`src/boe_pkg.sv`:
```
`timescale 1ns / 1ps
// ----------------------------------------------------------------------------
// boe_pkg
// Types, character codes and the byte classifier shared by the escaper.
// ----------------------------------------------------------------------------
package boe_pkg;

  // most bytes that one input item can expand into
  localparam int RUN_MAX = 4;
  localparam int IDX_W   = $clog2(RUN_MAX);

  // run descriptor queue between front and back
  localparam int QUEUE_DEPTH = 2;
  localparam int QUEUE_AW    = $clog2(QUEUE_DEPTH);
  localparam int QUEUE_CW    = $clog2(QUEUE_DEPTH + 1);

  // character codes
  localparam logic [7:0] CH_BSLASH = 8'h5C;
  localparam logic [7:0] CH_LF     = 8'h0A;
  localparam logic [7:0] CH_CR     = 8'h0D;
  localparam logic [7:0] CH_TAB    = 8'h09;
  localparam logic [7:0] CH_SPACE  = 8'h20;
  localparam logic [7:0] CH_DEL    = 8'o177;
  localparam logic [7:0] CH_ZERO   = 8'h30;
  localparam logic [7:0] CH_N      = 8'h6E;
  localparam logic [7:0] CH_R      = 8'h72;
  localparam logic [7:0] CH_T      = 8'h74;

  // index of the last byte of a run, per run kind
  localparam logic [IDX_W-1:0] LAST_PLAIN = IDX_W'(0);
  localparam logic [IDX_W-1:0] LAST_PAIR  = IDX_W'(1);
  localparam logic [IDX_W-1:0] LAST_OCTAL = IDX_W'(3);

  // one escaped run, bytes in output order starting at index 0
  typedef struct packed {
    logic [RUN_MAX-1:0][7:0] bytes;
    logic [IDX_W-1:0]        last_idx;
    logic                    done;
  } run_t;

  // turn one source byte into its escaped run
  function automatic run_t classify(input logic [7:0] b, input logic done);
    run_t r;
    r.done     = done;
    r.bytes    = {RUN_MAX{CH_BSLASH}};
    r.last_idx = LAST_PAIR;
    priority if (b == CH_BSLASH) begin
      r.bytes[1] = CH_BSLASH;
    end else if (b == CH_LF) begin
      r.bytes[1] = CH_N;
    end else if (b == CH_CR) begin
      r.bytes[1] = CH_R;
    end else if (b == CH_TAB) begin
      r.bytes[1] = CH_T;
    end else if (b < CH_SPACE || b >= CH_DEL) begin
      r.bytes[1] = CH_ZERO + {6'b0, b[7:6]};
      r.bytes[2] = CH_ZERO + {5'b0, b[5:3]};
      r.bytes[3] = CH_ZERO + {5'b0, b[2:0]};
      r.last_idx = LAST_OCTAL;
    end else begin
      r.bytes[0] = b;
      r.last_idx = LAST_PLAIN;
    end
    return r;
  endfunction

endpackage

```
`src/boe_front.sv`:
```
`timescale 1ns / 1ps
// ----------------------------------------------------------------------------
// boe_front
// Input side: takes source bytes and classifies each into a run descriptor.
// ----------------------------------------------------------------------------
module boe_front import boe_pkg::*; (
  input  logic       push,
  output logic       full,
  input  logic [7:0] in_byte,
  input  logic       in_end_of_text,
  input  logic       q_full,
  output logic       q_push,
  output run_t       q_data
);

  // accept whenever the descriptor queue has room
  assign full   = q_full;
  assign q_push = push && !q_full;

  // classify the byte into its escaped run
  assign q_data = classify(in_byte, in_end_of_text);

endmodule

```
`src/boe_queue.sv`:
```
`timescale 1ns / 1ps
// ----------------------------------------------------------------------------
// boe_queue
// Short FIFO of run descriptors between front and back.
// ----------------------------------------------------------------------------
module boe_queue import boe_pkg::*; (
  input  logic clk,
  input  logic rst_n,
  input  logic wr_en,
  input  run_t wr_data,
  output logic full,
  input  logic rd_en,
  output run_t rd_data,
  output logic empty
);

  run_t                mem_r [QUEUE_DEPTH];
  logic [QUEUE_AW-1:0] wr_ptr_r, wr_ptr_nxt;
  logic [QUEUE_AW-1:0] rd_ptr_r, rd_ptr_nxt;
  logic [QUEUE_CW-1:0] count_r, count_nxt;
  logic                do_wr, do_rd;

  assign full    = (count_r == QUEUE_CW'(QUEUE_DEPTH));
  assign empty   = (count_r == '0);
  assign do_wr   = wr_en && !full;
  assign do_rd   = rd_en && !empty;
  assign rd_data = mem_r[rd_ptr_r];

  // pointer and fill count update
  always_comb begin
    wr_ptr_nxt = wr_ptr_r;
    rd_ptr_nxt = rd_ptr_r;
    count_nxt  = count_r;
    if (do_wr) begin
      wr_ptr_nxt = (wr_ptr_r == QUEUE_AW'(QUEUE_DEPTH - 1)) ? '0 : wr_ptr_r + 1'b1;
    end
    if (do_rd) begin
      rd_ptr_nxt = (rd_ptr_r == QUEUE_AW'(QUEUE_DEPTH - 1)) ? '0 : rd_ptr_r + 1'b1;
    end
    if (do_wr && !do_rd) begin
      count_nxt = count_r + 1'b1;
    end else if (do_rd && !do_wr) begin
      count_nxt = count_r - 1'b1;
    end
  end

  always_ff @(posedge clk) begin
    if (!rst_n) begin
      wr_ptr_r <= '0;
      rd_ptr_r <= '0;
      count_r  <= '0;
    end else begin
      wr_ptr_r <= wr_ptr_nxt;
      rd_ptr_r <= rd_ptr_nxt;
      count_r  <= count_nxt;
    end
  end

  // storage, no reset needed
  always_ff @(posedge clk) begin
    if (do_wr) begin
      mem_r[wr_ptr_r] <= wr_data;
    end
  end

endmodule

```
`src/boe_back.sv`:
```
`timescale 1ns / 1ps
// ----------------------------------------------------------------------------
// boe_back
// Output side: walks the current run and presents one escaped byte per item.
// ----------------------------------------------------------------------------
module boe_back import boe_pkg::*; (
  input  logic       clk,
  input  logic       rst_n,
  input  logic       q_empty,
  input  run_t       q_data,
  output logic       q_pop,
  output logic       empty,
  input  logic       pop,
  output logic [7:0] out_byte,
  output logic       out_run_last,
  output logic       out_text_done
);

  logic             cur_valid_r, cur_valid_nxt;
  run_t             cur_r, cur_nxt;
  logic [IDX_W-1:0] idx_r, idx_nxt;
  logic             at_last;
  logic             advance;
  logic             load;

  assign at_last = (idx_r == cur_r.last_idx);
  assign advance = cur_valid_r && pop;
  assign load    = !q_empty && (!cur_valid_r || (advance && at_last));
  assign q_pop   = load;

  // result ports come straight from the run register
  assign empty         = !cur_valid_r;
  assign out_byte      = cur_r.bytes[idx_r];
  assign out_run_last  = at_last;
  assign out_text_done = at_last && cur_r.done;

  // step through the run, refill from the queue at its end
  always_comb begin
    cur_valid_nxt = cur_valid_r;
    cur_nxt       = cur_r;
    idx_nxt       = idx_r;
    if (load) begin
      cur_valid_nxt = 1'b1;
      cur_nxt       = q_data;
      idx_nxt       = '0;
    end else if (advance) begin
      if (at_last) begin
        cur_valid_nxt = 1'b0;
      end else begin
        idx_nxt = idx_r + 1'b1;
      end
    end
  end

  always_ff @(posedge clk) begin
    if (!rst_n) begin
      cur_valid_r <= 1'b0;
      idx_r       <= '0;
    end else begin
      cur_valid_r <= cur_valid_nxt;
      idx_r       <= idx_nxt;
    end
  end

  // run payload, no reset needed
  always_ff @(posedge clk) begin
    cur_r <= cur_nxt;
  end

endmodule

```
`src/backslash_octal_escaper.sv`:
```
`timescale 1ns / 1ps
// ----------------------------------------------------------------------------
// backslash_octal_escaper
// C-style string escaper: one source byte in, a run of 1, 2 or 4 bytes out.
// ----------------------------------------------------------------------------
// Each source byte pushed in comes out as its escaped run, one byte per popped
// item: plain bytes pass as one byte, backslash, newline, carriage return and
// tab as two, other control bytes and bytes from 0x7F up as a backslash and
// three octal digits. out_run_last marks the last byte of each run and
// out_text_done that byte for the string's final source byte. The output side
// delivers one byte per cycle while pop is held and runs are waiting; a
// two-entry descriptor queue lets new items be pushed while a run is still
// draining. When the block is idle, an accepted item is written into the queue
// and then loaded into the run register, from which its first byte is shown.
module backslash_octal_escaper import boe_pkg::*; (
  input  logic       clk,
  input  logic       rst_n,
  input  logic       push,
  output logic       full,
  input  logic [7:0] in_byte,
  input  logic       in_end_of_text,
  output logic       empty,
  input  logic       pop,
  output logic [7:0] out_byte,
  output logic       out_run_last,
  output logic       out_text_done
);

  logic q_full;
  logic q_push;
  run_t q_wr_data;
  logic q_pop;
  run_t q_rd_data;
  logic q_empty;

  // classify incoming bytes
  boe_front u_front (
    .push           (push),
    .full           (full),
    .in_byte        (in_byte),
    .in_end_of_text (in_end_of_text),
    .q_full         (q_full),
    .q_push         (q_push),
    .q_data         (q_wr_data)
  );

  // decouple classification from serialization
  boe_queue u_queue (
    .clk     (clk),
    .rst_n   (rst_n),
    .wr_en   (q_push),
    .wr_data (q_wr_data),
    .full    (q_full),
    .rd_en   (q_pop),
    .rd_data (q_rd_data),
    .empty   (q_empty)
  );

  // emit escaped bytes
  boe_back u_back (
    .clk           (clk),
    .rst_n         (rst_n),
    .q_empty       (q_empty),
    .q_data        (q_rd_data),
    .q_pop         (q_pop),
    .empty         (empty),
    .pop           (pop),
    .out_byte      (out_byte),
    .out_run_last  (out_run_last),
    .out_text_done (out_text_done)
  );

endmodule

```
`config.mk`:
```
export PLATFORM = sky130hd
export DESIGN_NAME = backslash_octal_escaper
export DESIGN_NICKNAME = d
export VERILOG_FILES = /design/src/boe_pkg.sv /design/src/boe_front.sv /design/src/boe_queue.sv /design/src/boe_back.sv /design/src/backslash_octal_escaper.sv
export SDC_FILE = /design/constraint.sdc
export NUM_CORES = 1
export LEC_CHECK = 0
export BUFFER_PORTS_ARGS = -buffer_cell sky130_fd_sc_hd__buf_4
export CORE_MARGIN = 10
export CORE_UTILIZATION = 62
export CTS_BUF_LIST = sky130_fd_sc_hd__clkbuf_2 sky130_fd_sc_hd__clkbuf_4 sky130_fd_sc_hd__clkbuf_8
export DETAILED_ROUTE_END_ITERATION = 10
export PLACE_DENSITY = 0.79
export SYNTH_ARGS = -nofsm -noshare
export SYNTH_HDL_FRONTEND = slang
export SYNTH_SLANG_ARGS = --single-unit
```
`constraint.sdc`:
```
create_clock -name clk -period 5.5 [get_ports clk]
set_input_delay 1.65 -clock clk [delete_from_list [all_inputs] [get_ports clk]]
set_output_delay 1.65 -clock clk [all_outputs]
set_load 0.05 [all_outputs]
```
==> results.py, run 1 <==
metrics = {
    "run_status": {
        "status": "completed",
    },
    "final_layout": {
        "regArea_sq_um": 2300,
        "multi_input_area_sq_um": 970,
        "instances_no_fill": 315,
        "finalNetCount": 255,
        "nFillCells": 314,
        "diodes": 0,
        "area_delta_synth_final_pct": 13.9,
        "layout-drive-gt1-share_pct": 32.7,
        "final_cell_mix": "edfxtp_1, buf_4, mux2_2",
        "final_common_cell": "edfxtp_1",
    },
    "cts": {
        "cts_root_buffer": "clkbuf_8",
        "path_clk_slew_ns": 0.07,
        "cts_setup_buffers": 0,
        "cts_tree": "built",
        "htreeDepth": 3,
        "cts_resized": 0,
        "hold_buffers": 0,
        "cts.path.max_buffers": 2,
        "cts_made_buffers": 9,
        "cts.sinks": 79,
        "clk_latency_ns": 0.35,
    },
    "critical_path": {
        "startpoint_type": "flip-flop",
        "endpoint_kind": "output port",
        "required_ns": 3.85,
        "crit_chain": "xor2_1 -> or2_1 -> inv_2 -> and2_1 -> buf_4",
        "slowest_delay_ns": 0.72,
        "cp_data_arrival_time_ns": 2.09,
        "crit_type": "reg2out",
        "cp_slowest_cell": "dfxtp_1",
        "path_max_fanout": 12,
        "rrSetupSlack_ns": 3.18,
    },
    "die": {
        "die_h_um": 93.4,
        "die_width_um": 93.4,
        "start_util_pct": 64.5,
        "ios": 25,
        "die_area_sq_um": 8720,
        "core_area_sq_um": 5170,
        "num_rows": 26,
    },
    "drt": {
        "ant_nets": 0,
        "first_pass_iters": 4,
        "drtIter0Drc": 132,
        "wl_per_cell_um": 19.2,
        "drc": 0,
        "routed-via-count": 1850,
        "avgViaCountPerCell": 5.87,
        "wirelength_um": 6040,
    },
    "synth": {
        "async_flop_share_pct": 0,
        "syn-cell-area_sq_um": 3340,
        "synth.top_cell.area_share_pct": 64.8,
        "ys_seq_area_share_pct": 69.0,
        "synth_cell_types": 55,
        "yosys_most_used_dff": "edfxtp_1",
        "syn_avg_cell_area_sq_um": 15.8,
        "synth_edf_count": 72,
        "synth_seq_cells": 79,
        "synth_top_cell_by_area": "edfxtp_1",
        "ys_warn_count": 0,
        "synthCells": 211,
        "ys_top_cells_by_area": "edfxtp_1, mux2_2, dfxtp_1, mux4_2, xor2_1",
    },
    "pwr": {
        "power_density_nw_per_um2": 529,
        "p_leak_nw": 1.31,
        "peakVddDrop_mv": 0.260,
    },
    "timing": {
        "fmax_mhz": 267,
        "setup_tns_ns": 0,
        "finalSetupViolCount": 0,
        "timing.final.crit_share_pct": 68.0,
        "maxSlewViolCount": 0,
        "tightest_slew_ns": 1.28,
        "fin_skew_ns": 0.00852,
        "hold_viol_final": 0,
        "rsz0062_at_grt": "no",
        "fin_crit_ns": 3.74,
        "slew_headroom_pct": 14.5,
        "fin_ws_ns": 1.76,
    },
    "place": {
        "gp_congestion": 0.760,
        "portBuffers": 24,
        "dp_slack_ns": 2.13,
        "dp.cells": 300,
        "hpwl_um": 4080,
    },
    "global_route": {
        "grt_pass1_vias": 1912,
        "grt_use_total_pct": 14.6,
        "antenna_found_initial": 0,
        "grt_max_degree": 30,
        "grt_pass1_wl_um": 9870,
        "grt_overflow": 0,
    },
    "job": {
        "max_cap_violations": 0,
    },
    "hold_path": {
        "hold_path_class": "reg2reg",
    },
}
==> worst paths after layout <==
check	from	endpoint	cells past startpoint
setup / recovery	u_back.idx_r[0]	out_text_done	5
hold / removal	u_queue.mem_r[1][15]	u_back.cur_r[15]	1
setup reg to reg	u_back.idx_r[0]	u_queue.count_r[1]	6
hold reg to reg	u_queue.mem_r[1][15]	u_back.cur_r[15]	1
==> worst max-delay path, delay by kind of cell (launching register included) <==
kind / cells / cell delay [ns]
flip-flops: 1 / 0.72
buffers and inverters: 2 / 0.24
AND/OR/NAND/NOR: 2 / 0.37
XOR/XNOR: 1 / 0.41
==> through the flow <==
step | hold WS, ns | total power [W] | utilization [%] | area, sq um
4_1_cts | 0.548 | 0.00202 | 73.5 | 3800
6_report | 0.546 | 0.00201 | 73.5 | 3800
5_1_grt | 0.571 | 0.00210 | 73.5 | 3800
3_3_place_gp | 0.529 | 0.00155 | 69.5 | 3600
3_5_place_dp | 0.532 | 0.00158 | 69.5 | 3600
2_1_floorplan | 0.510 | 0.00139 | - | 3340
==> cell type report <==
cell class / count / share of cell area, %
Multi-Input combinational cell: 115 / 25.5
Inverter: 9 / 0.889
Sequential cell: 79 / 60.6
Clock inverter: 5 / 1.94
Clock buffer: 10 / 3.46
Timing Repair Buffer: 27 / 5.33
Tap cell: 70 / 2.30
==> routing by layer <==
layer  wire (um)  global-route usage (%)
met5           0                       0
met4         119                    5.91
met3         295                    5.20
met2        3040                    23.3
met1        2590                    17.7
==> state kept, by name (all words and copies together), names as in the netlist <==
name	count
u_back.cur_valid_r	1
u_queue.mem_r	48
u_queue.count_r	2
u_back.idx_r	2
u_queue.rd_ptr_r	1
u_queue.wr_ptr_r	1
u_back.cur_r	24
==> logic make-up after synthesis <==
group | Yosys count | share of synthesized area, %
buf+inv | 18 | 2.77
mux | 31 | 11.4
flops | 79 | 69.0
fa+ha+maj | 1 | 0.375
compound gates | 26 | 5.81
other cells | 1 | 0.112
xor+xnor | 5 | 1.31
simple gates | 50 | 9.26
==> cells in the mapped netlist (2+ instances only) <==
library cell  count
nand2_1           6
mux4_2            3
buf_2             5
buf_6             2
o21a_1            2
nor2_1            9
o21ai_1           2
or2_2             3
dfxtp_1           7
or3b_1            2
mux2_2           24
nand3_1           3
and2_1            4
o21ai_0           4
inv_2             2
xor2_1            4
edfxtp_1         72
mux2i_1           3
nand4b_1          2
inv_1             7
nand3b_1          2
and4b_1           2
o21bai_1          2
and3_1            4
a21oi_1           3
or2_1             3
==> power breakdown <==
part / internal, W / switching, W / leakage (nW) / total, W
Sequential: 0.000852 / 0.000101 / 0.718 / 0.000953
Combinational: 0.000227 / 0.000384 / 0.483 / 0.000612
Clock: 0.000255 / 0.000192 / 0.107 / 0.000447
No activity file was read; power rests on OpenSTA's default activity.
==> run 2: changes to the inputs <==
- clock period: 5.5 -> 3.9 ns (I/O delays scaled with it)
==> run 2 against run 1 <==
Via count up 1.0%. Cell count up 0.63%. Clock skew about the same. First-iteration DRC count down 0.76%. Die area unchanged. Critical path type unchanged. Highest routed layer unchanged.
==> results.py, run 2 (synthesis gave the netlist of run 1 again) <==
metrics = {
    "run_status": {
        "status": "completed",
    },
    "final_layout": {
        "layout-drive-gt1-share_pct": 33.2,
        "area_delta_synth_final_pct": 13.1,
        "largest_reg_flops": 48,
        "top_regs": "u_queue.mem_r x48, u_back.cur_r x24",
        "finalNetCount": 256,
        "multi_input_area_sq_um": 970,
        "regArea_sq_um": 2300,
        "nFillCells": 333,
        "regMostFlops": "u_queue.mem_r",
        "diodes": 0,
        "final_common_cell": "edfxtp_1",
        "final_cell_mix": "edfxtp_1, buf_4, mux2_2",
    },
    "drt": {
        "ant_nets": 0,
        "drtIter0Drc": 131,
        "met3_wirelength_um": 297,
        "wl_met1_um": 2590,
        "routed-via-count": 1869,
        "first_pass_iters": 4,
        "drc": 0,
        "wirelength_um": 5890,
        "avgViaCountPerCell": 5.90,
        "wl_met2_um": 2850,
        "wl_per_cell_um": 18.6,
        "route.top_layer_used": "met4",
    },
    "pwr": {
        "intPower_w": 0.00176,
        "power_density_nw_per_um2": 725,
        "p_switching_w": 0.000979,
        "p_leak_nw": 1.29,
        "switching_share_pct": 35.8,
        "pwr-share-seq_pct": 48.9,
        "power.share.combinational_pct": 32.0,
        "clockPowerShare_pct": 19.1,
        "peakVddDrop_mv": 0.404,
    },
    "global_route": {
        "antenna_found_initial": 0,
        "grt_pass1_vias": 1950,
        "grt_overflow": 0,
        "grt_pass1_wl_um": 9660,
        "grt_use_total_pct": 14.2,
        "grt_max_degree": 28,
    },
    "critical_path": {
        "reg2regPathDepth": 6,
        "startpoint_type": "flip-flop",
        "r2r_start": "u_back.idx_r[0]",
        "rrSetupSlack_ns": 1.61,
        "crit_type": "reg2out",
        "required_ns": 2.73,
        "path_max_fanout": 12,
        "r2r-end": "u_queue.count_r[1]",
        "endpoint_kind": "output port",
        "cp_data_arrival_time_ns": 2.14,
    },
    "hold_path": {
        "holdPathEnd": "u_back.cur_r[28]",
        "hold-path-cell-count": 1,
        "hold_path_class": "reg2reg",
        "min-delay-start": "u_queue.mem_r[1][28]",
    },
    "die": {
        "die_area_sq_um": 8720,
        "num_rows": 26,
        "start_util_pct": 64.5,
        "core_area_sq_um": 5170,
        "die_width_um": 93.4,
        "ios": 25,
        "die_h_um": 93.4,
    },
    "timing": {
        "setup_tns_ns": 0,
        "fin_crit_ns": 3.31,
        "tightest_slew_ns": 1.17,
        "hold_ws_ns": 0.552,
        "fin_skew_ns": 0.00858,
        "slew_headroom_pct": 22.2,
        "timing.final.crit_share_pct": 85.0,
        "fmax_mhz": 302,
        "finalSetupViolCount": 0,
        "maxSlewViolCount": 0,
        "rsz0062_at_grt": "no",
        "hold_viol_final": 0,
    },
    "cts": {
        "hold_buffers": 0,
        "cts.sinks": 79,
        "path_clk_slew_ns": 0.08,
        "cts_made_buffers": 9,
        "cts_tree": "built",
        "cts.path.max_buffers": 2,
        "cts_setup_buffers": 0,
        "htreeDepth": 3,
        "clk_latency_ns": 0.35,
        "cts_resized": 0,
        "cts_root_buffer": "clkbuf_8",
    },
    "place": {
        "portBuffers": 24,
        "gp_congestion": 0.770,
        "hpwl_um": 3910,
    },
    "job": {
        "max_cap_violations": 0,
    },
}
## run 2: cell count changes in the layout (fill, tap and decap cells not counted)
cell / change
buf_4: +1
bufinv_16: -2
clkbuf_4: -1
clkinv_4: +1
clkinvlp_4: +1
inv_6: +2
## run 2: layout make-up
class                      instances  share of cell area, %
clock buffer                       9                   3.28
clock inverter                     7                   1.26
tap                               70                   2.32
sequential                        79                   61.0
inverter                           9                  0.895
timing repair buffer              28                   5.57
multi-input combinational        115                   25.7
## run 2: through the flow
step / worst slack [ns] / power, W / area [sq um] / cells / utilization [%]
after floorplan: 0.469 / 0.00196 / 3350 / 212 / -
after global placement: 1.12 / 0.00219 / 3600 / 301 / 69.7
after detailed placement: 1.00 / 0.00224 / 3600 / 301 / 69.7
after CTS: 0.591 / 0.00276 / 3770 / 317 / 73.0
after global routing: 0.461 / 0.00286 / 3770 / 317 / 73.0
final: 0.587 / 0.00274 / 3770 / 317 / 73.0
## run 2: worst max path at each step
stage,startpoint,end,slack [ns],depth (start not counted)
2_1_floorplan,pop,u_queue.count_r[1],0.47,6
3_3_place_gp,u_back.idx_r[0],out_text_done,1.12,5
3_5_place_dp,u_back.idx_r[0],out_text_done,1.00,5
4_1_cts,u_back.idx_r[0],out_text_done,0.59,5
5_1_grt,u_back.idx_r[0],out_text_done,0.46,5
6_report,u_back.idx_r[0],out_text_done,0.59,5
## run 2: worst max-delay path, stage by stage, from the launching register on
cell and delay (ns):
dfxtp_1 0.70, xor2_1 0.44, or2_1 0.24, inv_2 0.07, and2_1 0.15, buf_4 0.19
## run 2: power groups by stage
stage                     registers, W  logic (W)  clock network [W]
after global placement         0.00134   0.000851                  0
after global routing           0.00136   0.000927           0.000569
after detailed placement       0.00136   0.000880                  0
final                          0.00134   0.000875           0.000524
after floorplan                0.00127   0.000692                  0
after CTS                      0.00134   0.000887           0.000537
## run 2: per-layer routing
layer,up-vias,GRT usage (%)
li1,865,-
met1,923,16.2
met2,62,23.3
met3,19,5.20
met4,0,6.30
met5,-,0
==> run 3: changes to the inputs <==
- ABC_AREA: default -> 1
- clock period: 3.9 -> 3.25 ns (I/O delays scaled with it)
==> run 3 against run 2 <==
Global-route usage shrank 0.53 points. Clock power grew 28%. Sequential power grew 13%. Register-to-register slack lost 0.50 ns. Worst setup slack lost 0.045 ns. Clock skew is essentially flat. Critical path type unchanged. Flip-flop and latch count is the same. Via count shrank 0.75%. Cell count grew 10%. Die area shrank 1.9%. Combinational power grew 17%. Largest power group unchanged.
==> results.py, run 3 <==
metrics = {
    "critical_path": {
        "crit_type": "reg2out",
        "startpoint_type": "flip-flop",
        "cp_slowest_cell": "dfxtp_1",
        "required_ns": 2.27,
        "cp-startpoint": "u_back.idx_r[0]",
        "slowest_delay_ns": 0.37,
        "cpMostUsedCell": "nand2_1",
        "crit_chain": "buf_4 -> inv_1 -> nand2_1 -> nand2_1 -> nand2_1 -> nor2_1 -> buf_4",
        "endpoint_kind": "output port",
        "path_max_fanout": 11,
        "cp_data_arrival_time_ns": 1.73,
        "r2r_start": "u_back.idx_r[0]",
    },
    "synth": {
        "yosysMostFrequentCell": "edfxtp_1",
        "synth_cell_types": 30,
        "ys_warn_count": 0,
        "async_flop_share_pct": 0,
        "yosys_most_used_dff": "edfxtp_1",
        "synth_edf_count": 72,
        "ys_seq_area_share_pct": 70.7,
        "synthCells": 240,
        "syn_avg_cell_area_sq_um": 13.6,
        "ys_top_cells_by_area": "edfxtp_1, mux2_2, dfxtp_1, nand2_1, nor2_1",
        "synth.top_cell.area_share_pct": 66.4,
        "synthTopCellsByCount": "edfxtp_1, nand2_1, nor2_1",
        "synth_top_cell_by_area": "edfxtp_1",
        "syn-cell-area_sq_um": 3260,
        "synth_seq_cells": 79,
    },
    "global_route": {
        "grt_overflow": 0,
        "antenna_found_initial": 0,
        "grt_pass1_wl_um": 8880,
        "grt_pass1_vias": 1895,
        "grt_use_total_pct": 13.7,
        "grt_max_degree": 27,
    },
    "final_layout": {
        "diodes": 0,
        "area_delta_synth_final_pct": 14.5,
        "final_cell_mix": "edfxtp_1, buf_4, nand2_1",
        "largest_reg_flops": 48,
        "final_common_cell": "edfxtp_1",
        "instances_no_fill": 350,
        "top_regs": "u_queue.mem_r x48, u_back.cur_r x24",
        "regMostFlops": "u_queue.mem_r",
        "nFillCells": 351,
        "layout-drive-gt1-share_pct": 29.6,
        "finalNetCount": 289,
    },
    "pwr": {
        "peakVddDrop_mv": 0.424,
        "p_leak_nw": 1.42,
        "power_density_nw_per_um2": 857,
    },
    "cts": {
        "cts_tree": "built",
        "hold_buffers": 0,
        "path_clk_slew_ns": 0.09,
        "htreeDepth": 3,
        "clk_latency_ns": 0.35,
        "cts.sinks": 79,
        "cts.path.max_buffers": 2,
        "cts_root_buffer": "clkbuf_8",
        "cts_made_buffers": 9,
        "cts_setup_buffers": 0,
        "cts_resized": 0,
    },
    "timing": {
        "hold_viol_final": 0,
        "fmax_mhz": 369,
        "setup_tns_ns": 0,
        "fin_crit_ns": 2.71,
        "finalSetupViolCount": 0,
        "maxSlewViolCount": 0,
        "rsz0062_at_grt": "no",
        "fin_skew_ns": 0.00862,
        "timing.final.crit_share_pct": 83.3,
    },
    "hold_path": {
        "hold_path_class": "reg2reg",
        "min-delay-start": "u_queue.count_r[0]",
    },
    "die": {
        "die_area_sq_um": 8550,
        "num_rows": 26,
        "die_width_um": 92.5,
        "start_util_pct": 63.8,
        "ios": 25,
        "core_area_sq_um": 5110,
        "die_h_um": 92.5,
    },
    "drt": {
        "drc": 0,
        "routed-via-count": 1855,
        "wl_per_cell_um": 15.6,
        "ant_nets": 0,
        "avgViaCountPerCell": 5.30,
        "first_pass_iters": 4,
        "drtIter0Drc": 95,
        "wirelength_um": 5470,
    },
    "place": {
        "dp.cells": 334,
        "hpwl_um": 3720,
        "gp_congestion": 0.790,
        "portBuffers": 24,
    },
    "run_status": {
        "status": "completed",
    },
    "job": {
        "max_cap_violations": 0,
    },
}
## run 3: worst max-delay path, delay by kind of cell (launching register included)
kind	cells	cell delay [ns]
AND/OR/NAND/NOR	4	0.37
buffers and inverters	3	0.63
flip-flops	1	0.37
## run 3: power breakdown
part / leakage (nW) / internal, W / switching (W) / total (W)
Clock: 0.0980 / 0.000294 / 0.000375 / 0.000669
Sequential: 0.721 / 0.00143 / 0.0000798 / 0.00151
Combinational: 0.601 / 0.000338 / 0.000678 / 0.00102
Total: 1.42 / 0.00206 / 0.00113 / 0.00320
## run 3: per-layer routing
layer  global-route usage (%)  vias up  share of wire (%)
li1                         -      913                  -
met1                     15.4      884                 42
met2                     22.1       46                 51
met3                     3.39       12                4.8
met4                     10.3        0                2.8
met5                        0        -                  0
## run 3: through the flow
step	power, W	setup WS, ns	hold slack, ns	utilization (%)	area (sq um)
3_3_place_gp	0.00255	0.966	0.469	69.4	3540
3_5_place_dp	0.00256	0.912	0.480	69.4	3540
5_1_grt	0.00337	0.355	0.538	73.0	3730
4_1_cts	0.00323	0.520	0.508	73.0	3730
6_report	0.00320	0.541	0.506	73.0	3730
2_1_floorplan	0.00225	0.394	0.453	-	3260
## run 3: logic make-up (layout without fill, tap and decap cells)
logic type | count (synthesis) | after routing | share of synthesized area (%)
XOR/XNOR | 3 | 3 | 0.807
adder cells (fa/ha/maj) | 1 | 1 | 0.384
AO/OA/AOI/OAI | 25 | 25 | 4.19
flip-flops | 79 | 79 | 70.7
buffers and inverters | 32 | 71 | 3.88
AND/OR/NAND/NOR | 74 | 74 | 11.3
multiplexers | 25 | 25 | 8.64
other | 1 | 2 | 0.115
## run 3: worst paths after layout
kind                                      endpoint  slack, ns  cells after the start
worst max register to register  u_queue.count_r[1]       1.11                     12
worst min register to register  u_queue.count_r[0]       0.51                      1
worst max-delay path                 out_text_done       0.54                      7
worst min-delay path            u_queue.count_r[0]       0.51                      1
## run 3: final cells by class
type | instances | area (sq um) | share of cell area (%)
clock buffer | 9 | 124 | 3.32
clock inverter | 7 | 62.6 | 1.68
tap | 70 | 87.6 | 2.35
timing repair buffer | 29 | 218 | 5.84
multi-input combinational | 130 | 837 | 22.4
sequential | 79 | 2300 | 61.7
inverter | 26 | 97.6 | 2.62
